===== config.mk =====
export PLATFORM = sky130hd
export DESIGN_NAME = edge_aligned_pwm_timer_core
export DESIGN_NICKNAME = d
export VERILOG_FILES = /design/src/design/ept_pkg.sv /design/src/design/ept_div.sv /design/src/design/ept_datapath.sv /design/src/design/ept_ctrl.sv /design/src/design/ept_outbuf.sv /design/src/design/edge_aligned_pwm_timer_core.sv
export SDC_FILE = /design/constraint.sdc
export NUM_CORES = 2
export LEC_CHECK = 0
export BUFFER_PORTS_ARGS = -buffer_cell sky130_fd_sc_hd__buf_2
export CELL_PAD_IN_SITES_DETAIL_PLACEMENT = 2
export CELL_PAD_IN_SITES_GLOBAL_PLACEMENT = 2
export CORE_MARGIN = 2
export CORE_UTILIZATION = 38
export DETAILED_ROUTE_END_ITERATION = 8
export PLACE_DENSITY_LB_ADDON = 0.05
export SYNTH_ARGS = -nofsm -noshare
export SYNTH_HDL_FRONTEND = slang
export SYNTH_HIERARCHICAL = 1
export SYNTH_SLANG_ARGS = --single-unit

===== constraint.sdc =====
create_clock -name clk -period 11.25 [get_ports clk]
set_input_delay 1.6875 -clock clk [delete_from_list [all_inputs] [get_ports clk]]
set_output_delay 1.6875 -clock clk [all_outputs]
set_load 0.01 [all_outputs]

===== src/design/ept_pkg.sv =====
// Shared types, codes and constants of the edge-aligned PWM timer.
`timescale 1ns / 1ps
package ept_pkg;

	// Channel count limit and default
	localparam int DEF_CHANNELS = 8;
	localparam int MAX_CHANNELS = 8;

	// Command codes
	localparam logic [2:0] CMD_TICK  = 3'd0;
	localparam logic [2:0] CMD_START = 3'd1;
	localparam logic [2:0] CMD_STOP  = 3'd2;
	localparam logic [2:0] CMD_MODE  = 3'd3;
	localparam logic [2:0] CMD_DUTY  = 3'd4;
	localparam logic [2:0] CMD_PCT   = 3'd5;
	localparam logic [2:0] CMD_FREQ  = 3'd6;

	// Status codes
	localparam logic [1:0] ST_OK          = 2'd0;
	localparam logic [1:0] ST_BAD_CHANNEL = 2'd1;
	localparam logic [1:0] ST_BAD_SETTING = 2'd2;

	// Configuration register indexes
	localparam int CFG_IDX_W = 8;
	localparam logic [CFG_IDX_W-1:0] CFG_SRC_CLK   = 8'd0;
	localparam logic [CFG_IDX_W-1:0] CFG_PRESCALE  = 8'd1;
	localparam logic [CFG_IDX_W-1:0] CFG_CLK_SRC   = 8'd2;
	localparam logic [CFG_IDX_W-1:0] CFG_INIT_MOD  = 8'd3;

	// Reset values
	localparam logic [31:0] RST_SRC_CLK  = 32'd8000000;
	localparam logic [2:0]  RST_PRESCALE = 3'd0;
	localparam logic [1:0]  RST_CLK_SRC  = 2'd1;
	localparam logic [15:0] RST_INIT_MOD = 16'hFFFF;

	// Arithmetic constants
	localparam logic [16:0] MAX_PERIOD_COUNTS = 17'd65536;
	localparam logic [15:0] MAX_16            = 16'hFFFF;
	localparam logic [7:0]  PCT_FULL          = 8'd100;
	localparam int          DIV_W             = 32;

	// Division by 100 as (x * PCT_RECIP) >> PCT_SHIFT, exact for x below 2^23
	localparam logic [23:0] PCT_RECIP = 24'd10737419;
	localparam int          PCT_SHIFT = 30;

	// Input transaction
	typedef struct packed {
		logic [2:0]  command;
		logic [3:0]  channel;
		logic        low_true_mode;
		logic [15:0] duty_counts;
		logic [7:0]  duty_percent;
		logic [31:0] frequency_hz;
	} ept_in_t;

	// Result transaction
	typedef struct packed {
		logic [1:0]  status;
		logic [7:0]  pwm_out;
		logic [15:0] count_now;
		logic [15:0] period_now;
	} ept_out_t;

	// Controller states
	typedef enum logic {
		S_IDLE,
		S_DIV
	} ctrl_state_t;

	// Controller to datapath
	typedef struct packed {
		logic start_div;
		logic apply_now;
		logic apply_div;
	} ctrl_cmd_t;

	// Datapath to controller
	typedef struct packed {
		logic needs_div;
		logic div_done;
	} dp_status_t;

endpackage


===== src/design/ept_div.sv =====
// Radix-2 restoring unsigned divider, one quotient bit per cycle.
`timescale 1ns / 1ps
module ept_div (
	input  logic                      clk,
	input  logic                      arst_n,
	input  logic                      start,
	input  logic [ept_pkg::DIV_W-1:0] dividend,
	input  logic [ept_pkg::DIV_W-1:0] divisor,
	output logic                      done,
	output logic [ept_pkg::DIV_W-1:0] quotient
);
	import ept_pkg::*;

	localparam int CNT_W = $clog2(DIV_W);

	logic [DIV_W-1:0] rem_q;
	logic [DIV_W-1:0] quo_q;
	logic [DIV_W-1:0] dsr_q;
	logic [CNT_W-1:0] cnt_q;
	logic             busy_q;
	logic             done_q;

	logic [DIV_W:0]   rem_shift;
	logic [DIV_W:0]   rem_trial;
	logic             fits;

	// One shift-subtract step
	always_comb begin
		rem_shift = {rem_q, quo_q[DIV_W-1]};
		rem_trial = rem_shift - {1'b0, dsr_q};
		fits      = !rem_trial[DIV_W];
	end

	// Control
	always_ff @(posedge clk or negedge arst_n) begin
		if (!arst_n) begin
			busy_q <= 1'b0;
			done_q <= 1'b0;
			cnt_q  <= '0;
		end else begin
			done_q <= 1'b0;
			if (start) begin
				busy_q <= 1'b1;
				cnt_q  <= '0;
			end else if (busy_q) begin
				cnt_q <= cnt_q + 1'b1;
				if (cnt_q == CNT_W'(DIV_W - 1)) begin
					busy_q <= 1'b0;
					done_q <= 1'b1;
				end
			end
		end
	end

	// Operands and partial results
	always_ff @(posedge clk) begin
		if (start) begin
			rem_q <= '0;
			quo_q <= dividend;
			dsr_q <= divisor;
		end else if (busy_q) begin
			rem_q <= fits ? rem_trial[DIV_W-1:0] : rem_shift[DIV_W-1:0];
			quo_q <= {quo_q[DIV_W-2:0], fits};
		end
	end

	assign done     = done_q;
	assign quotient = quo_q;

endmodule


===== src/design/ept_datapath.sv =====
// Timer state, channel registers, configuration and command execution.
`timescale 1ns / 1ps
module ept_datapath #(
	parameter int CHANNELS = ept_pkg::DEF_CHANNELS
) (
	input  logic                          clk,
	input  logic                          arst_n,
	input  ept_pkg::ept_in_t              in_data,
	input  ept_pkg::ctrl_cmd_t            cmd,
	output ept_pkg::dp_status_t           status,
	output ept_pkg::ept_out_t             result,
	input  logic                          cfg_we,
	input  logic [ept_pkg::CFG_IDX_W-1:0] cfg_index,
	input  logic [31:0]                   cfg_data
);
	import ept_pkg::*;

	// Configuration
	logic [31:0] src_clk_q;
	logic [2:0]  presc_code_q;
	logic [1:0]  clk_src_q;

	// Timer state
	logic [15:0]         counter_q;
	logic [6:0]          presc_q;
	logic [15:0]         period_q;
	logic                running_q;
	logic [CHANNELS-1:0] en_q;
	logic [CHANNELS-1:0] low_q;
	logic [15:0]         cmp_q [CHANNELS];

	// Command held while the divider or the percent scaling works
	logic [3:0]  pend_ch_q;
	logic        pend_pct_q;
	logic [22:0] pct_prod_q;
	logic        pct_done_q;

	// Next state
	logic [15:0]         counter_d;
	logic [6:0]          presc_d;
	logic [15:0]         period_d;
	logic                running_d;
	logic [CHANNELS-1:0] en_d;
	logic [CHANNELS-1:0] low_d;
	logic [15:0]         cmp_d [CHANNELS];
	logic [1:0]          status_d;
	logic [7:0]          pwm_d;

	logic              ch_ok;
	logic [31:0]       src_shift;
	logic              freq_go;
	logic              pct_go;
	logic [22:0]       pct_product;
	logic [46:0]       pct_scaled;
	logic [16:0]       pct_quo;
	logic              div_done;
	logic [DIV_W-1:0]  quotient;
	logic [7:0]        div_pow;
	logic [6:0]        presc_last;
	logic [15:0]       cnt_adv;
	logic [15:0]       full_duty;

	// Compare value limited to period plus one
	function automatic logic [15:0] clamp_duty(input logic [16:0] d, input logic [15:0] per);
		logic [16:0] top;
		top = {1'b0, per} + 17'd1;
		return (d > top) ? top[15:0] : d[15:0];
	endfunction

	// Decode of the commands that use the divider or the percent scaling
	always_comb begin
		ch_ok       = 32'(in_data.channel) < 32'(CHANNELS);
		src_shift   = src_clk_q >> presc_code_q;
		freq_go     = (in_data.command == CMD_FREQ) && (in_data.frequency_hz != '0)
			&& (src_shift != '0);
		pct_go      = (in_data.command == CMD_PCT) && ch_ok && (in_data.duty_percent < PCT_FULL);
		pct_product = 23'({1'b0, period_q} + 17'd1) * {15'd0, in_data.duty_percent};
	end

	// Percent scaling: held product times the reciprocal of 100
	always_comb begin
		pct_scaled = {24'd0, pct_prod_q} * {23'd0, PCT_RECIP};
		pct_quo    = pct_scaled[PCT_SHIFT +: 17];
	end

	ept_div u_div (
		.clk      (clk),
		.arst_n   (arst_n),
		.start    (cmd.start_div && freq_go),
		.dividend (src_shift),
		.divisor  (in_data.frequency_hz),
		.done     (div_done),
		.quotient (quotient)
	);

	assign status.needs_div = freq_go || pct_go;
	assign status.div_done  = div_done || pct_done_q;

	// Tick helpers
	always_comb begin
		div_pow    = 8'd1 << presc_code_q;
		presc_last = 7'(div_pow - 8'd1);
		cnt_adv    = (counter_q >= period_q) ? 16'd0 : counter_q + 16'd1;
		full_duty  = (period_q < MAX_16) ? period_q + 16'd1 : period_q;
	end

	// Next state of one transaction
	always_comb begin
		counter_d = counter_q;
		presc_d   = presc_q;
		period_d  = period_q;
		running_d = running_q;
		en_d      = en_q;
		low_d     = low_q;
		for (int c = 0; c < CHANNELS; c++) cmp_d[c] = cmp_q[c];
		status_d  = ST_OK;

		if (cmd.apply_now) begin
			case (in_data.command)
				CMD_TICK: begin
					if (running_q) begin
						if (presc_q >= presc_last) begin
							presc_d   = '0;
							counter_d = cnt_adv;
						end else begin
							presc_d = presc_q + 7'd1;
						end
					end
				end
				CMD_START: running_d = (clk_src_q != '0);
				CMD_STOP:  running_d = 1'b0;
				CMD_MODE: begin
					if (!ch_ok) begin
						status_d = ST_BAD_CHANNEL;
					end else begin
						for (int c = 0; c < CHANNELS; c++) begin
							if (in_data.channel == 4'(c)) begin
								en_d[c]  = 1'b1;
								low_d[c] = in_data.low_true_mode;
							end
						end
					end
				end
				CMD_DUTY: begin
					if (!ch_ok) begin
						status_d = ST_BAD_CHANNEL;
					end else begin
						for (int c = 0; c < CHANNELS; c++) begin
							if (in_data.channel == 4'(c))
								cmp_d[c] = clamp_duty({1'b0, in_data.duty_counts}, period_q);
						end
					end
				end
				CMD_PCT: begin
					// below full percent takes the scaling path
					if (!ch_ok) begin
						status_d = ST_BAD_CHANNEL;
					end else if (in_data.duty_percent > PCT_FULL) begin
						status_d = ST_BAD_SETTING;
					end else begin
						for (int c = 0; c < CHANNELS; c++) begin
							if (in_data.channel == 4'(c)) cmp_d[c] = full_duty;
						end
					end
				end
				// frequency here only when zero frequency or zero prescaled clock
				CMD_FREQ: status_d = ST_BAD_SETTING;
				default:  status_d = ST_BAD_SETTING;
			endcase
		end else if (cmd.apply_div) begin
			if (pend_pct_q) begin
				for (int c = 0; c < CHANNELS; c++) begin
					if (pend_ch_q == 4'(c)) cmp_d[c] = clamp_duty(pct_quo, period_q);
				end
			end else if ((quotient == '0) || (quotient > DIV_W'(MAX_PERIOD_COUNTS))) begin
				status_d = ST_BAD_SETTING;
			end else begin
				period_d = 16'(quotient - DIV_W'(1));
			end
		end
	end

	// Output levels after the transaction
	always_comb begin
		pwm_d = '0;
		for (int c = 0; c < CHANNELS; c++)
			pwm_d[c] = en_d[c] && ((counter_d < cmp_d[c]) ^ low_d[c]);
	end

	assign result.status     = status_d;
	assign result.pwm_out    = pwm_d;
	assign result.count_now  = counter_d;
	assign result.period_now = period_d;

	// State registers
	always_ff @(posedge clk or negedge arst_n) begin
		if (!arst_n) begin
			counter_q <= '0;
			presc_q   <= '0;
			period_q  <= RST_INIT_MOD;
			running_q <= 1'b0;
			en_q      <= '0;
			low_q     <= '0;
			for (int c = 0; c < CHANNELS; c++) cmp_q[c] <= '0;
		end else if (cmd.apply_now || cmd.apply_div) begin
			counter_q <= counter_d;
			presc_q   <= presc_d;
			period_q  <= period_d;
			running_q <= running_d;
			en_q      <= en_d;
			low_q     <= low_d;
			for (int c = 0; c < CHANNELS; c++) cmp_q[c] <= cmp_d[c];
		end
	end

	// Pending command for the divider or the percent scaling
	always_ff @(posedge clk) begin
		if (cmd.start_div) begin
			pend_ch_q  <= in_data.channel;
			pend_pct_q <= (in_data.command == CMD_PCT);
			pct_prod_q <= pct_product;
		end
	end

	// Percent scaling finishes in the cycle after it starts
	always_ff @(posedge clk or negedge arst_n) begin
		if (!arst_n) pct_done_q <= 1'b0;
		else         pct_done_q <= cmd.start_div && pct_go;
	end

	// Configuration registers; the initial modulo is restored by every reset,
	// which is also the only place it is applied, so it needs no storage
	always_ff @(posedge clk or negedge arst_n) begin
		if (!arst_n) begin
			src_clk_q    <= RST_SRC_CLK;
			presc_code_q <= RST_PRESCALE;
			clk_src_q    <= RST_CLK_SRC;
		end else if (cfg_we) begin
			unique case (cfg_index)
				CFG_SRC_CLK:  src_clk_q    <= cfg_data;
				CFG_PRESCALE: presc_code_q <= cfg_data[2:0];
				CFG_CLK_SRC:  clk_src_q    <= cfg_data[1:0];
				CFG_INIT_MOD: ;
				default: ;
			endcase
		end
	end

endmodule


===== src/design/ept_ctrl.sv =====
// Controller state machine: accepts transactions and sequences divides.
`timescale 1ns / 1ps
module ept_ctrl (
	input  logic                clk,
	input  logic                arst_n,
	input  logic                in_valid,
	input  logic                skid_full,
	input  ept_pkg::dp_status_t status,
	output logic                in_ready,
	output ept_pkg::ctrl_cmd_t  cmd
);
	import ept_pkg::*;

	ctrl_state_t state_q;
	ctrl_state_t state_d;
	logic        accept;

	assign accept = in_valid && in_ready;

	// Next state
	always_comb begin
		state_d = state_q;
		unique case (state_q)
			S_IDLE: if (accept && status.needs_div) state_d = S_DIV;
			S_DIV:  if (status.div_done) state_d = S_IDLE;
			default: state_d = S_IDLE;
		endcase
	end

	// Outputs
	always_comb begin
		in_ready      = 1'b0;
		cmd.start_div = 1'b0;
		cmd.apply_now = 1'b0;
		cmd.apply_div = 1'b0;
		unique case (state_q)
			S_IDLE: begin
				in_ready      = !skid_full;
				cmd.start_div = in_valid && !skid_full && status.needs_div;
				cmd.apply_now = in_valid && !skid_full && !status.needs_div;
			end
			S_DIV: cmd.apply_div = status.div_done;
			default: ;
		endcase
	end

	always_ff @(posedge clk or negedge arst_n) begin
		if (!arst_n) state_q <= S_IDLE;
		else         state_q <= state_d;
	end

endmodule


===== src/design/ept_outbuf.sv =====
// Result register with one skid entry.
`timescale 1ns / 1ps
module ept_outbuf (
	input  logic              clk,
	input  logic              arst_n,
	input  logic              push,
	input  ept_pkg::ept_out_t push_data,
	output logic              out_valid,
	input  logic              out_ready,
	output ept_pkg::ept_out_t out_data,
	output logic              skid_full
);
	import ept_pkg::*;

	ept_out_t out_q;
	ept_out_t skid_q;
	logic     out_valid_q;
	logic     skid_valid_q;
	logic     adv;

	// Output register may load this cycle
	assign adv = !out_valid_q || out_ready;

	always_ff @(posedge clk or negedge arst_n) begin
		if (!arst_n) begin
			out_valid_q  <= 1'b0;
			skid_valid_q <= 1'b0;
		end else if (adv) begin
			out_valid_q  <= skid_valid_q || push;
			skid_valid_q <= skid_valid_q && push;
		end else if (push) begin
			skid_valid_q <= 1'b1;
		end
	end

	always_ff @(posedge clk) begin
		if (adv) begin
			if (skid_valid_q) begin
				out_q <= skid_q;
				if (push) skid_q <= push_data;
			end else if (push) begin
				out_q <= push_data;
			end
		end else if (push) begin
			skid_q <= push_data;
		end
	end

	assign out_valid = out_valid_q;
	assign out_data  = out_q;
	assign skid_full = skid_valid_q;

endmodule


===== src/design/edge_aligned_pwm_timer_core.sv =====
// Top level of the multi-channel edge-aligned PWM timer.
`timescale 1ns / 1ps
// Usage:
//  in_valid/in_ready/in_data carry one command transaction (tick, start, stop,
//  channel mode, duty counts, duty percent, frequency). Every transaction gives
//  exactly one result transaction on out_valid/out_ready/out_data with status,
//  the channel levels after the command, the counter and the period.
//  cfg_valid/cfg_ready/cfg_index/cfg_data write the configuration registers;
//  cfg_ready is always high and writes are expected only while the block idles.
//  A command that needs neither the divider nor the percent scaling has its
//  result registered as it is taken, and one such transaction per cycle is
//  sustained while the skid entry is free. A duty percent below 100 on a
//  valid channel is scaled by a multiply: in_ready is low for one cycle,
//  the product is registered, then scaled and the result registered. A
//  frequency command with a nonzero frequency and prescaled clock runs the
//  32-step radix-2 divider: in_ready stays low until its result is applied.
//  Reset clears the counter, prescaler, run flag and all channels, loads the
//  period with 65535 and the configuration with its defaults.
//  When the receiver stalls, one more result is kept in a skid entry; after
//  that in_ready drops until out_ready takes a result.
module edge_aligned_pwm_timer_core #(
	parameter int CHANNELS = ept_pkg::DEF_CHANNELS
) (
	input  logic                          clk,
	input  logic                          arst_n,
	input  logic                          in_valid,
	output logic                          in_ready,
	input  ept_pkg::ept_in_t              in_data,
	output logic                          out_valid,
	input  logic                          out_ready,
	output ept_pkg::ept_out_t             out_data,
	input  logic                          cfg_valid,
	output logic                          cfg_ready,
	input  logic [ept_pkg::CFG_IDX_W-1:0] cfg_index,
	input  logic [31:0]                   cfg_data
);
	import ept_pkg::*;

	ctrl_cmd_t  cmd;
	dp_status_t dp_status;
	ept_out_t   result;
	logic       skid_full;
	logic       push;

	assign cfg_ready = 1'b1;
	assign push      = cmd.apply_now || cmd.apply_div;

	ept_ctrl u_ctrl (
		.clk       (clk),
		.arst_n    (arst_n),
		.in_valid  (in_valid),
		.skid_full (skid_full),
		.status    (dp_status),
		.in_ready  (in_ready),
		.cmd       (cmd)
	);

	ept_datapath #(
		.CHANNELS (CHANNELS)
	) u_dp (
		.clk       (clk),
		.arst_n    (arst_n),
		.in_data   (in_data),
		.cmd       (cmd),
		.status    (dp_status),
		.result    (result),
		.cfg_we    (cfg_valid && cfg_ready),
		.cfg_index (cfg_index),
		.cfg_data  (cfg_data)
	);

	ept_outbuf u_outbuf (
		.clk       (clk),
		.arst_n    (arst_n),
		.push      (push),
		.push_data (result),
		.out_valid (out_valid),
		.out_ready (out_ready),
		.out_data  (out_data),
		.skid_full (skid_full)
	);

`ifndef SYNTH
	// a held skid entry always sits behind a valid output
	a_skid_behind_out: assert property (@(posedge clk) disable iff (!arst_n)
		skid_full |-> out_valid)
		else $error("skid entry held without a valid output");

	// a result is never pushed into a full buffer
	a_no_overflow: assert property (@(posedge clk) disable iff (!arst_n)
		push |-> !skid_full)
		else $error("result pushed into a full output buffer");

	// a transaction that starts a divide blocks further input
	a_div_blocks: assert property (@(posedge clk) disable iff (!arst_n)
		cmd.start_div |=> !in_ready)
		else $error("input accepted while the divider is busy");

	// at most one of start, apply now and apply divide result
	a_cmd_onehot: assert property (@(posedge clk) disable iff (!arst_n)
		$onehot0(cmd))
		else $error("conflicting controller commands");
`endif

endmodule


==> impl_metrics.py <==
metrics = {
    "run_status": {
        "status": "finished, violations left",
        "violations": "setup timing",
    },
    "yosys": {
        "yosysMostFrequentCell": "inv_1",
        "ys_top_cells_by_area": "ha_1 14%, fa_1 13%, edfxtp_1 12%",
        "synth_area_um2": 43500,
        "synth_top_family_by_area": "adder cells",
        "synth_top_cell_by_area": "ha_1",
        "synth_warnings": 6,
        "muxShareOfSynthArea_pct": 7.35,
        "synth_xor_area_share_pct": 2.05,
        "netlist.area_leader.share_pct": 14.3,
        "synthCells": 4610,
        "synth_fp_nets": 5499,
        "syn_avg_cell_area_um2": 9.43,
        "yosys.area_share.simple_pct": 14.1,
        "synth_cell_type_count": 112,
        "async_reset_ff_share_pct": 52.7,
        "yosysSeqAreaShare_pct": 27.1,
        "synth-seq-cells": 440,
        "synth.top_cells.by_count": "530 x inv_1, 496 x ha_1, 463 x nand2_1",
        "synth_edf_count": 176,
        "synth_compound_area_share_pct": 15.7,
        "synth_ff_type": "dfrtp_1",
        "synthAdderAreaFrac_pct": 27.4,
    },
    "clock_network": {
        "clock-sinks": 440,
        "clock_latency_ns": 0.71,
        "clkTransAtPathRegs_ns": 0.06,
        "cts.path.max_buffers": 3,
        "htreeDepth": 2,
        "clk_root_buffer_cell": "clkbuf_16",
        "cts_tree": "done",
        "holdBufCountCts": 0,
        "cts_buffers": 59,
    },
    "sta": {
        "worstMarginPinSlew_ns": 1.41,
        "relSlewSlack_pct": 5.29,
        "min_period_ns": 11.51,
        "fin_skew_ns": 0.0544,
        "hold_viol_final": 0,
        "finalCritPeriodShare_pct": 102,
        "fmax_mhz": 86.9,
        "worst_slack_ns": -0.255,
        "rsz0062_at_grt": "true",
        "slew_viol_final": 0,
        "setup_viol": 10,
    },
    "setup_path": {
        "cp_max_fo": 8,
        "end_kind": "register",
        "required_ns": 11.69,
        "critPathArrivalTime_ns": 11.94,
        "start_kind": "register",
        "crit_top_cell": "fa_1",
        "worstSetupPathType": "reg2reg",
        "max_stage_delay_ns": 0.60,
        "cpMaxStageDelayCell": "fa_1",
    },
    "drt": {
        "drt_iter0_drc": 2365,
        "post_drt_wl_per_cell_um": 27.4,
        "vias_per_cell": 5.77,
        "routed-via-count": 37836,
        "postRouteAntennaNets": 0,
        "drc": 0,
        "routed_wl_um": 179000,
        "drtPass1Iterations": 5,
    },
    "hold_path": {
        "worstHoldPathType": "reg2reg",
    },
    "final_layout": {
        "final_nets": 5879,
        "area_delta_synth_final_pct": 17.0,
        "fin_util_pct": 44.7,
        "post-route-cell-area_um2": 50900,
        "nFillCells": 12324,
        "ff_latch_area_um2": 11800,
        "multiInputGateArea_um2": 29500,
        "drive_gt1_share_pct": 18.7,
    },
    "placed_design": {
        "hpwl_um": 135000,
        "dpl_cell_area_um2": 48000,
        "port_buffers": 152,
        "place_congestion": 0.913,
    },
    "grt": {
        "grt.total_usage_pct": 30.4,
        "antenna_found_initial": 7,
        "grt_pass1_vias": 41798,
        "grt_first_pass_wirelength_um": 270000,
        "grt_max_degree": 175,
        "overflow": 0,
    },
    "die": {
        "start_util_pct": 38.2,
        "die_x_um": 342,
        "dieArea_um2": 117000,
        "fp.coreArea_um2": 114000,
        "rows": 124,
        "die_y_um": 342,
        "pin_count": 154,
    },
    "flow_run": {
        "cap_violations": 0,
    },
}
==> flip-flops by register name, indices dropped and copies added (netlist names), 3 cells and up <==
name,flops
u_dp/cmp_q,128
u_dp/counter_q,16
u_dp/en_q,8
u_dp/low_q,8
u_dp/pct_prod_q,23
u_dp/pend_ch_q,4
u_dp/period_q,16
u_dp/presc_code_q,3
u_dp/presc_q,7
u_dp/src_clk_q,32
u_dp/u_div/cnt_q,5
u_dp/u_div/dsr_q,32
u_dp/u_div/quotient,32
u_dp/u_div/rem_q,32
u_outbuf/out_data,42
u_outbuf/skid_q,42
==> routing by layer <==
metal  up-vias  share of wire [%]  routed length (µm)  global-route usage [%]
li1      17028                  -                   -                       -
met1     19770                 44               78700                    40.3
met2       771                 48               87000                    51.7
met3       267                3.6                6420                    2.82
met4         0                4.1                7310                    11.1
met5         -                  0                   0                       0
==> timing repair <==
action | CTS | global route
endpoints found under the setup margin | 16 | 16
pin swaps | 75 | 58
gates resized for setup | 54 | 66
gates cloned | 0 | 0
buffers inserted | 14 | 19
==> logic make-up after synthesis <==
kind of cell	after synthesis
simple gates	1294
compound gates	995
fa+ha+maj	781
buf+inv	712
flops	440
mux	286
xor+xnor	101
other cells	1
==> per-stage QoR <==
| stage | TNS [ns] | cells | setup slack, ns | hold slack [ns] |
|---|---|---|---|---|
| 2_1_floorplan | 0 | 4610 | 0.233 | 0.421 |
| 3_3_place_gp | -2.26 | 6409 | -0.297 | 0.440 |
| 3_5_place_dp | -6.90 | 6409 | -0.602 | 0.438 |
| 4_1_cts | -1.96 | 6535 | -0.282 | 0.456 |
| 5_1_grt | -8.84 | 6554 | -0.761 | 0.488 |
| 6_report | -1.33 | 6556 | -0.255 | 0.455 |
==> layout by cell type, fill, tap and decap left out, types with 73 or more instances in the layout <==
cell type / netlist / final
mux2_2: 106 / 103
inv_1: 530 / 526
edfxtp_1: 176 / 176
buf_4: 4 / 320
fa_1: 284 / 278
mux2i_1: 140 / 138
nand2_1: 463 / 462
o21ai_0: 231 / 212
nor3_1: 78 / 73
buf_2: 17 / 151
nor2_1: 309 / 301
ha_1: 496 / 476
a21o_1: 87 / 87
dfrtp_1: 208 / 204
a21oi_1: 183 / 167
and2_1: 90 / 89
nand3_1: 78 / 77
==> critical path: cells and delay by family (launching register included) <==
family / cells / cell delay (ns)
AO/OA/AOI/OAI: 15 / 2.96
XOR/XNOR: 1 / 0.13
adder cells (fa/ha/maj): 10 / 4.18
buffers and inverters: 9 / 1.05
flip-flops: 1 / 0.43
multiplexers: 1 / 0.26
AND/OR/NAND/NOR: 11 / 2.21
==> final cells by class <==
type                       instances  area share (%)
clock inverter                    33           0.777
timing repair buffer             501            7.15
antenna                            3          0.0148
tap                             1512            3.72
clock buffer                      79            3.23
sequential                       440            23.1
inverter                         530            3.91
multi-input combinational       3458            58.1
==> path summary, 6_finish.rpt <==
check	endpoint	start	slack [ns]	depth (start not counted)
worst max-delay path	u_outbuf/out_data[37]	u_dp/pct_prod_q[7]	-0.26	47
worst min-delay path	u_dp/en_q[7]	u_dp/en_q[7]	0.46	1
worst max register to register	u_outbuf/out_data[37]	u_dp/pct_prod_q[7]	-0.26	47
worst min register to register	u_dp/en_q[7]	u_dp/en_q[7]	0.46	1
max in group asynchronous	u_dp/cmp_q[115]	arst_n	8.75	2
min in group asynchronous	u_dp/clk_src_q[1]	arst_n	1.05	1
Power is not shown: default switching activity piles up to over one toggle a cycle in this logic, so the estimate is an artifact.
